$ cat config.mk
export PLATFORM = sky130hd
export DESIGN_NAME = expiring_avoid_table
export DESIGN_NICKNAME = d
export VERILOG_FILES = /design/src/rtl/eat_pkg.sv /design/src/rtl/expiring_avoid_table.sv
export SDC_FILE = /design/constraint.sdc
export NUM_CORES = 1
export LEC_CHECK = 0
export ABC_AREA = 1
export BUFFER_PORTS_ARGS = -buffer_cell sky130_fd_sc_hd__buf_2
export CAP_MARGIN = 10
export CORE_MARGIN = 2
export CORE_UTILIZATION = 36
export CTS_CLUSTER_DIAMETER = 120
export DETAILED_ROUTE_END_ITERATION = 10
export SYNTH_ARGS = -nofsm -noshare
export SYNTH_HDL_FRONTEND = slang
export SYNTH_SLANG_ARGS = --single-unit
export TNS_END_PERCENT = 50
$ cat constraint.sdc
create_clock -name clk -period 6.4 [get_ports clk]
set_clock_uncertainty 0.15 [all_clocks]
set_input_delay 0.96 -clock clk [delete_from_list [all_inputs] [get_ports clk]]
set_output_delay 0.96 -clock clk [all_outputs]
set_load 0.01 [all_outputs]
$ cat src/rtl/eat_pkg.sv
// Package for the expiring avoid table: operation codes and the packed
// command and response transaction types.
// No dependencies; used by rtl/expiring_avoid_table.sv.
`default_nettype none

package eat_pkg;

    // Operation codes of the command transaction. The fourth code is unused
    // and leaves the table untouched.
    typedef enum logic [1:0] {
        OP_ADD   = 2'd0,
        OP_QUERY = 2'd1,
        OP_PRUNE = 2'd2
    } op_t;

    typedef struct packed {
        op_t         op;
        logic [15:0] entry_id;
        logic [31:0] time_value;
    } cmd_t;

    typedef struct packed {
        logic       answer;
        logic [4:0] entries_in_use;
    } rsp_t;

endpackage : eat_pkg

`default_nettype wire

$ cat src/rtl/expiring_avoid_table.sv
// Expiring avoid table: an ordered table of id and expiry pairs with add,
// query and prune operations, scanned one entry per cycle.
// Depends on rtl/eat_pkg.sv for the op codes and transaction types.
//
//  Channel | Direction | Handshake             | Payload
//  --------+-----------+-----------------------+----------------------------
//  cmd     | into      | cmd_valid / cmd_stall | eat_pkg::cmd_t (op, id, time)
//  rsp     | out of    | rsp_valid / rsp_stall | eat_pkg::rsp_t (answer, count)
//
// In a command transaction the scan reads one table entry per cycle through
// the single registered read port of the entry memory, so the fill count
// sets how long the transaction runs (a full table holds 16 entries by
// default). The command side stalls from acceptance until the result has
// been placed in the response register. A finished response waits there
// while the next command is accepted and worked on. Reset clears the fill
// count and all control state; the memory contents are not cleared.
`default_nettype none

module expiring_avoid_table #(
    parameter int CAPACITY = 16
) (
    input  wire logic          clk,
    input  wire logic          rst_n,
    input  wire logic          cmd_valid,
    output logic               cmd_stall,
    input  wire eat_pkg::cmd_t cmd,
    output logic               rsp_valid,
    input  wire logic          rsp_stall,
    output eat_pkg::rsp_t      rsp
);

    // Count must hold CAPACITY itself; the index only needs the depth.
    localparam int CNT_W = $clog2(CAPACITY + 1);
    localparam int IDX_W = (CAPACITY > 1) ? $clog2(CAPACITY) : 1;

    typedef enum logic [1:0] {
        ST_IDLE,
        ST_SCAN,
        ST_DONE
    } state_t;

    // Entry memory: one write port, one registered read port.
    logic [15:0]      ids_mem [CAPACITY];
    logic [31:0]      exp_mem [CAPACITY];
    logic             mem_we;
    logic [IDX_W-1:0] mem_waddr;
    logic [15:0]      mem_wid;
    logic [31:0]      mem_wexp;
    logic             mem_re;
    logic [IDX_W-1:0] mem_raddr;
    logic [15:0]      rd_id_reg;
    logic [31:0]      rd_exp_reg;

    state_t           state_reg,    state_next;
    logic [1:0]       op_reg,       op_next;
    logic [15:0]      id_reg,       id_next;
    logic [31:0]      time_reg,     time_next;
    logic [CNT_W-1:0] count_reg,    count_next;
    logic [CNT_W-1:0] issue_reg,    issue_next;
    logic             pend_reg,     pend_next;
    logic [IDX_W-1:0] pend_idx_reg, pend_idx_next;
    logic [CNT_W-1:0] wr_reg,       wr_next;
    logic [31:0]      least_reg,    least_next;
    logic [IDX_W-1:0] victim_reg,   victim_next;
    logic             answer_reg,   answer_next;
    logic             rsp_valid_reg, rsp_valid_next;
    eat_pkg::rsp_t    rsp_reg,      rsp_next;

    logic             issuing;
    logic             hit;
    logic [CNT_W+4:0] count_wide;

    assign cmd_stall = (state_reg != ST_IDLE);
    assign rsp_valid = rsp_valid_reg;
    assign rsp       = rsp_reg;

    // Entries below the fill count are still to be read in this scan.
    assign issuing    = (issue_reg < count_reg);
    assign hit        = (rd_id_reg == id_reg);
    assign count_wide = {5'd0, count_reg};
    assign mem_re     = (state_reg == ST_SCAN) && issuing;
    assign mem_raddr  = issue_reg[IDX_W-1:0];

    always_ff @(posedge clk)
    begin
        if (mem_we)
        begin
            ids_mem[mem_waddr] <= mem_wid;
            exp_mem[mem_waddr] <= mem_wexp;
        end
        if (mem_re)
        begin
            rd_id_reg  <= ids_mem[mem_raddr];
            rd_exp_reg <= exp_mem[mem_raddr];
        end
    end

    always_comb
    begin
        state_next     = state_reg;
        op_next        = op_reg;
        id_next        = id_reg;
        time_next      = time_reg;
        count_next     = count_reg;
        issue_next     = issue_reg;
        pend_next      = 1'b0;
        pend_idx_next  = pend_idx_reg;
        wr_next        = wr_reg;
        least_next     = least_reg;
        victim_next    = victim_reg;
        answer_next    = answer_reg;
        rsp_valid_next = rsp_valid_reg;
        rsp_next       = rsp_reg;
        mem_we         = 1'b0;
        mem_waddr      = pend_idx_reg;
        mem_wid        = id_reg;
        mem_wexp       = time_reg;

        // The waiting response is taken by the consumer.
        if (rsp_valid_reg && !rsp_stall)
        begin
            rsp_valid_next = 1'b0;
        end

        unique case (state_reg)
            ST_IDLE:
            begin
                if (cmd_valid)
                begin
                    op_next     = cmd.op;
                    id_next     = cmd.entry_id;
                    time_next   = cmd.time_value;
                    issue_next  = '0;
                    wr_next     = '0;
                    answer_next = 1'b0;
                    if (cmd.op == eat_pkg::OP_ADD || cmd.op == eat_pkg::OP_QUERY ||
                        cmd.op == eat_pkg::OP_PRUNE)
                    begin
                        state_next = ST_SCAN;
                    end
                    else
                    begin
                        // Unused code: nothing changes, answer is zero.
                        state_next = ST_DONE;
                    end
                end
            end

            ST_SCAN:
            begin
                if (pend_reg && op_reg == eat_pkg::OP_ADD && hit)
                begin
                    // Refresh the first entry holding this id.
                    mem_we      = 1'b1;
                    mem_waddr   = pend_idx_reg;
                    answer_next = 1'b1;
                    state_next  = ST_DONE;
                end
                else if (pend_reg && op_reg == eat_pkg::OP_QUERY && hit)
                begin
                    // The first matching entry decides; later ones are ignored.
                    answer_next = (rd_exp_reg > time_reg);
                    state_next  = ST_DONE;
                end
                else if (!pend_reg && !issuing)
                begin
                    // Scan exhausted without an early stop.
                    if (op_reg == eat_pkg::OP_ADD)
                    begin
                        mem_we      = 1'b1;
                        answer_next = 1'b1;
                        if (count_reg < CNT_W'(CAPACITY))
                        begin
                            mem_waddr  = count_reg[IDX_W-1:0];
                            count_next = count_reg + 1'b1;
                        end
                        else
                        begin
                            mem_waddr = victim_reg;
                        end
                    end
                    else if (op_reg == eat_pkg::OP_PRUNE)
                    begin
                        count_next = wr_reg;
                    end
                    state_next = ST_DONE;
                end
                else
                begin
                    if (pend_reg && op_reg == eat_pkg::OP_ADD)
                    begin
                        // Track the earliest expiry; ties keep the lower index.
                        if (pend_idx_reg == '0 || rd_exp_reg < least_reg)
                        begin
                            least_next  = rd_exp_reg;
                            victim_next = pend_idx_reg;
                        end
                    end
                    if (pend_reg && op_reg == eat_pkg::OP_PRUNE &&
                        rd_exp_reg > time_reg)
                    begin
                        // Compact surviving entries towards the front.
                        mem_we    = 1'b1;
                        mem_waddr = wr_reg[IDX_W-1:0];
                        mem_wid   = rd_id_reg;
                        mem_wexp  = rd_exp_reg;
                        wr_next   = wr_reg + 1'b1;
                    end
                    pend_next     = issuing;
                    pend_idx_next = issue_reg[IDX_W-1:0];
                    if (issuing)
                    begin
                        issue_next = issue_reg + 1'b1;
                    end
                end
            end

            ST_DONE:
            begin
                if (!rsp_valid_reg || !rsp_stall)
                begin
                    rsp_valid_next          = 1'b1;
                    rsp_next.answer         = answer_reg;
                    rsp_next.entries_in_use = count_wide[4:0];
                    state_next              = ST_IDLE;
                end
            end

            default:
            begin
                state_next = ST_IDLE;
            end
        endcase
    end

    always_ff @(posedge clk or negedge rst_n)
    begin
        if (!rst_n)
        begin
            state_reg     <= ST_IDLE;
            op_reg        <= '0;
            id_reg        <= '0;
            time_reg      <= '0;
            count_reg     <= '0;
            issue_reg     <= '0;
            pend_reg      <= 1'b0;
            pend_idx_reg  <= '0;
            wr_reg        <= '0;
            least_reg     <= '0;
            victim_reg    <= '0;
            answer_reg    <= 1'b0;
            rsp_valid_reg <= 1'b0;
            rsp_reg       <= '0;
        end
        else
        begin
            state_reg     <= state_next;
            op_reg        <= op_next;
            id_reg        <= id_next;
            time_reg      <= time_next;
            count_reg     <= count_next;
            issue_reg     <= issue_next;
            pend_reg      <= pend_next;
            pend_idx_reg  <= pend_idx_next;
            wr_reg        <= wr_next;
            least_reg     <= least_next;
            victim_reg    <= victim_next;
            answer_reg    <= answer_next;
            rsp_valid_reg <= rsp_valid_next;
            rsp_reg       <= rsp_next;
        end
    end

endmodule : expiring_avoid_table

`default_nettype wire
-- Word level (Yosys, flattened, before mapping)
Memories as Yosys holds them, arrays and structs flattened. A register that Yosys moved wholly into a read port is not among the register bits.
Index checks and enable logic that the tools add are counted.
W data, S select, Z words.
- add/subtract/negate cells: 3
- magnitude comparators: 4
- equal/unequal tests: 17
- muxes and demuxes: 59
- bitwise logic cells: 3
- reductions and logical operators: 33
- operators with widths (cell ; count):
    $mux W32 ; 5
    $mux W16 ; 5
    $mux W5 ; 12
    $gt A32 B32 Y1 ; 1
    $lt A32 B32 Y1 ; 1
    $mux W4 ; 7
    $reduce_and A6 Y1 ; 4
    $mux W1 ; 20
    $pmux W5 S2 ; 2
    $eq A16 B16 Y1 ; 1
    $add A5 B1 Y5 const B ; 3
    $mux W2 ; 6
    $ne A2 B2 Y1 const B ; 6
    $logic_and A1 B1 Y1 ; 9
    $ne A4 B1 Y1 const B ; 2
    $reduce_and A4 Y1 ; 2
    $eq A2 B1 Y1 const B ; 3
    $eq A2 B2 Y1 const B ; 3
    $logic_not A2 Y1 ; 3
    $pmux W2 S3 ; 1
    $reduce_bool A2 Y1 ; 3
    $lt A5 B5 Y1 ; 1
    $lt A5 B5 Y1 const B ; 1
    $logic_not A1 Y1 ; 4
    other kinds (7) ; 14
- bits in registers: 116
- RAM bits: 768
- input port bits: 54
- output and inout bits: 8
- memories: 2
- memories (name ; depth ; bits a word ; rd ports ; clocked after Yosys merged registers in ; wr ports ; RTL line ; RTL):
    exp_mem ; 16 ; 32 ; 1 ; 1 ; 1 ; expiring_avoid_table.sv:44 ; logic [31:0] exp_mem [CAPACITY];
    ids_mem ; 16 ; 16 ; 1 ; 1 ; 1 ; expiring_avoid_table.sv:43 ; logic [15:0] ids_mem [CAPACITY];

-- Longest topological paths before layout
- depth in word-level cells: 10
- mapped depth: 21
- mapped depth without buffers: 21

-- Worst setup path after synthesis
No wires, ideal clock.
- path kind: reg2reg
- from: register count_reg[4]
- to: memory exp_mem[10][0], enable pin
- setup time: 0.454 ns
- data arrival time: 4.055 ns
- data required time: 5.796 ns
- setup slack: 1.741 ns
- cell stages (with the launch flop): 15
- path buffers: 1
- clock period less this slack: 4.659 ns
- cells stage by stage: dfrtp_1 inv_1 clkbuf_1 ha_1 nand2_1 inv_1 o2111ai_1 nand3_1 nand2_2 nor2_1 nor2_1 nand2_1 nand2_2 nand3_2 nor2_1
- longest elaborated chain between the ends: 9
- elaborated cells on any way between the ends: 16
- those cells by class: order compare (2); mux (12); reduce/logical (2)
- ends and longest elaborated chain (element ; RTL line ; RTL):
    start: declaration ; expiring_avoid_table.sv:58 ; logic [CNT_W-1:0] count_reg, count_next;
    start signal: assignment ; expiring_avoid_table.sv:261 ; count_reg <= count_next;
    $lt A5 B5 Y1 ; expiring_avoid_table.sv:78 ; assign issuing = (issue_reg < count_reg);
    $logic_not A1 Y1 ; expiring_avoid_table.sv:165 ; else if (!pend_reg && !issuing)
    $logic_and A1 B1 Y1 ; expiring_avoid_table.sv:165 ;
    $mux W1 ; expiring_avoid_table.sv:165 ;
    $mux W1 ; expiring_avoid_table.sv:159 ; else if (pend_reg && op_reg == eat_pkg::OP_QUERY && hit)
    $mux W1 ; expiring_avoid_table.sv:151 ; if (pend_reg && op_reg == eat_pkg::OP_ADD && hit)
    $mux W1 ; expiring_avoid_table.sv:125 ; unique case (state_reg)
    $mux W1 ; expiring_avoid_table.sv:86 ; if (mem_we)
    $mux W1 (implied by the code) ; expiring_avoid_table.sv:89 ; exp_mem[mem_waddr] <= mem_wexp;
    end: declaration ; expiring_avoid_table.sv:44 ;
Several ways; a longest one is shown, not always the timed one.

-- Final worst setup path
- from: register issue_reg[1]
- to: memory exp_mem[7][27], enable pin
- longest elaborated chain between the ends: 9
- elaborated cells on any way between the ends: 13
- those cells by class: order compare (1); mux (10); reduce/logical (2)
- ends and longest elaborated chain (element ; RTL line ; RTL):
    start: declaration ; expiring_avoid_table.sv:59 ; logic [CNT_W-1:0] issue_reg, issue_next;
    start signal: assignment ; expiring_avoid_table.sv:262 ; issue_reg <= issue_next;
    $lt A5 B5 Y1 * ; expiring_avoid_table.sv:78 ;
    $logic_not A1 Y1 * ; expiring_avoid_table.sv:165 ;
    $logic_and A1 B1 Y1 * ; expiring_avoid_table.sv:165 ;
    $mux W1 ; expiring_avoid_table.sv:165 ;
    $mux W1 ; expiring_avoid_table.sv:159 ;
    $mux W1 ; expiring_avoid_table.sv:151 ;
    $mux W1 ; expiring_avoid_table.sv:125 ;
    $mux W1 ; expiring_avoid_table.sv:86 ;
    $mux W1 (implied by the code) ; expiring_avoid_table.sv:89 ;
Mark *: on every way between the ends. The rest lies on a longest branch, timed or not.

==> results by group <==
Floorplanning
  • Die area: 0.1100 sq mm
  • Core area: 0.1068 sq mm
  • Row count: 120
  • I/O Pins: 62
  • Die Wd: around 330 um
  • Initial core utilization: a little over a third
  • DIE HEIGHT: approximately 330 um

Yosys
  • Mapped Cells: around 3100
  • EDFF count, synth: between 800 and 900
  • Avg Cell Area, Syn: 12.64 sq um
  • Area contributors post-synth: edfxtp_1, dfrtp_1, nor2_1
  • Mapped Area: 0.03864 sq mm
  • Post-synth top area cell: edfxtp_1
  • Ys async rst share: around 12%
  • Ys flop type: edfxtp_1
  • #FFs+latches synth: 932
  • Mapped Nets: 3180
  • Synth warn: 0
  • Sequential share of the synthesized area: between 70% and 80%
  • Cell variety after synth: 50
  • Post-synth top area share: 63.42%

Global route
  • GR met2 Demand/Resource: approximately 29%
  • Gr usage total: around 18%
  • Pin count of the biggest net entering global routing: roughly 220
  • Grt met1 use: 25.39%
  • Vias in the first global route: approximately 23000
  • Grt peak-use layer: met2
  • First-pass GRT wire length: around 150000 um
  • M3 GR Usage: under 10%
  • Initial antenna violation count: 1
  • Congestion Overflow GR: 0

Route
  • # DRC: 0
  • DRT Pass-1 Iters: 5
  • Vias/cell: about 5.3
  • DR iter-0 viols: around 2400
  • Final WL: approximately 100000 um
  • Post-DRT Antenna Nets: 0
  • DR WL/cell: around 22 um
  • Vias post-DR: about 24000

Place
  • Dpl cell area: slightly above 0.04 sq mm
  • PortBufs: a little over 60
  • DP Wirelength: ~52000 um
  • Gp weighted congestion: around 0.86

Cells and area
  • Fill cells: 9750
  • Area of the multi-input gates: roughly 0.010 sq mm
  • Most frequent cells in the layout: edfxtp_1, nor2_1, nand2_1
  • Max FFs per register: ~510
  • Layout area overhead: 13.90%
  • Largest regs: exp_mem (512), ids_mem (256)
  • NumNets Final: approximately 3200
  • Commonest non-fill, non-tap cell in the layout: edfxtp_1
  • Final instance area: ~0.044 sq mm
  • Top register by number of flip-flops: exp_mem
  • Storage cell area: 0.02742 sq mm
  • Layout cell share with drive strength beyond 1: 10.58%

Setup path
  • Reg2reg end: exp_mem[7][27]
  • Worst r2r path cells: 12
  • Worst r2r src: issue_reg[1]
  • CP startpoint: issue_reg[1]
  • CP max FO: just over 90
  • Worst setup path endpoint: exp_mem[7][27]
  • Endpoint class of the critical path: register
  • FF-to-FF setup slack: between 1500 and 2000 ps
  • Crit Path Category: reg -> reg
  • Worst Path Arrival: 4580 ps
  • Critical Path RT: 6560 ps
  • Startpoint types: register

Pwr
  • Power Density: roughly 430 mW/mm^2
  • P_leak: 15.16 nW
  • IR drop worst, VDD: roughly 0.00043 V

Outcome
  • Status: finished, final reports clean

STA
  • Final hold violation count: 0
  • Final setup viols: 0
  • Rel. slew slack: between 20% and 30%
  • Max frequency: ~230 MHz
  • RSZ-0062 raised after global routing: false
  • Slew of the pin with the lowest slew margin: 1183 ps
  • Post-layout min period: 4419 ps
  • Final setup TNS: 0 ps
  • Tcrit/Tclk final: between 60% and 70%
  • Final-report max-slew violation count: 0

Clocking
  • Hold-fix buffers at CTS: 0
  • Later-pin clock latency in the skew report: 690 ps
  • Post-CTS setup buffer count: 0
  • Clk sinks: 932
  • CTS tree: yes
  • Max clock buf depth: 3
  • CTS Root Cell: clkbuf_16
  • Post-CTS Resized: 0
  • H-tree levels: 3
  • Reg clk slew, reported paths: approximately 70 ps
  • Total CTS buffers: 96

Worst hold path
  • Hold WC Path Type: in -> async

Flow run
  • # Max-Cap Violations: 0
## worst max-delay path, stage by stage (launching register included)
cell and delay (ps):
dfrtp_4 1000, ha_1 290, nand2_1 50, inv_1 50, o21ai_0 70, nand3_1 210, nand2_2 210, inv_1 150
nand2_1 110, a31oi_4 330, nand3_2 210, nor2_4 730, buf_4 460
## cell usage after synthesis (5+ instances only)
cell,number
a21oi_1,42
xor2_1,6
edfxtp_1,816
buf_6,5
dfrtp_1,116
o32ai_1,114
xnor2_1,9
buf_4,6
nand3_2,7
o211ai_1,22
o21ai_0,291
inv_1,116
o21ai_1,24
nand2_1,413
o221ai_1,78
ha_1,70
mux2i_1,78
clkbuf_1,129
nand4_1,10
buf_1,19
nor2_1,480
buf_2,22
nand3_1,130
nand2_2,8
## power breakdown
| part | leakage, nW | switching [mW] | internal (mW) |
|---|---|---|---|
| sequential | 8.90 | 0.368 | 7.90 |
| combinational | 4.66 | 3.52 | 1.47 |
| clock | 1.60 | 2.38 | 3.37 |
| total | 15.2 | 6.27 | 12.7 |
## per-layer routing
layer | part of all wire [%] | routed length, um | vias up
met1 | 45 | 44590 | 12300
li1 | - | - | 11240
met3 | 6.1 | 6096 | 144
met5 | 0 | 0 | -
met4 | 2.3 | 2309 | 0
met2 | 47 | 46530 | 736
## kinds of logic (layout without fill, tap and decap cells)
group,after synthesis,in the layout,share of synthesized area [%]
adder cells (fa/ha/maj),70,70,2.267
buffers and inverters,303,423,3.183
flip-flops,932,932,70.93
AND/OR/NAND/NOR,1072,1072,11.47
AO/OA/AOI/OAI,585,585,9.754
XOR/XNOR,15,15,0.3400
other,0,1,0
multiplexers,79,79,2.050
## how the worst min path moves through the flow
stage                     slack, ps            end  depth (start not counted)           from
after floorplan                 290  least_reg[10]                          2  least_reg[10]
after global placement          300  least_reg[13]                          2  least_reg[13]
after detailed placement        310  least_reg[13]                          2  least_reg[13]
after CTS                       260   count_reg[2]                          1          rst_n
after global routing            320    time_reg[1]                          1          rst_n
final                           250    time_reg[1]                          1          rst_n
## stage by stage
stage	total power, mW	hold WS [ps]	setup WS [ps]	cells	util (%)
floorplan	11.72	291.9	1741	3056	-
global placement	13.34	303.3	2021	4397	38.15
detailed placement	13.39	308.2	2024	4397	38.15
CTS	19.15	256.8	1960	4579	41.22
global route	20.02	315.3	1675	4579	41.22
finish	19.00	249.7	1981	4580	41.22
## cell type report
| class | count | area share [%] |
|---|---|---|
| sequential | 932 | 62.30 |
| clock inverter | 55 | 1.459 |
| multi-input combinational | 1821 | 23.05 |
| timing repair buffer | 119 | 2.124 |
| inverter | 122 | 1.069 |
| antenna | 1 | 0.005686 |
| tap | 1403 | 3.989 |
| clock buffer | 127 | 5.999 |
(Power assumes the default switching activity.)
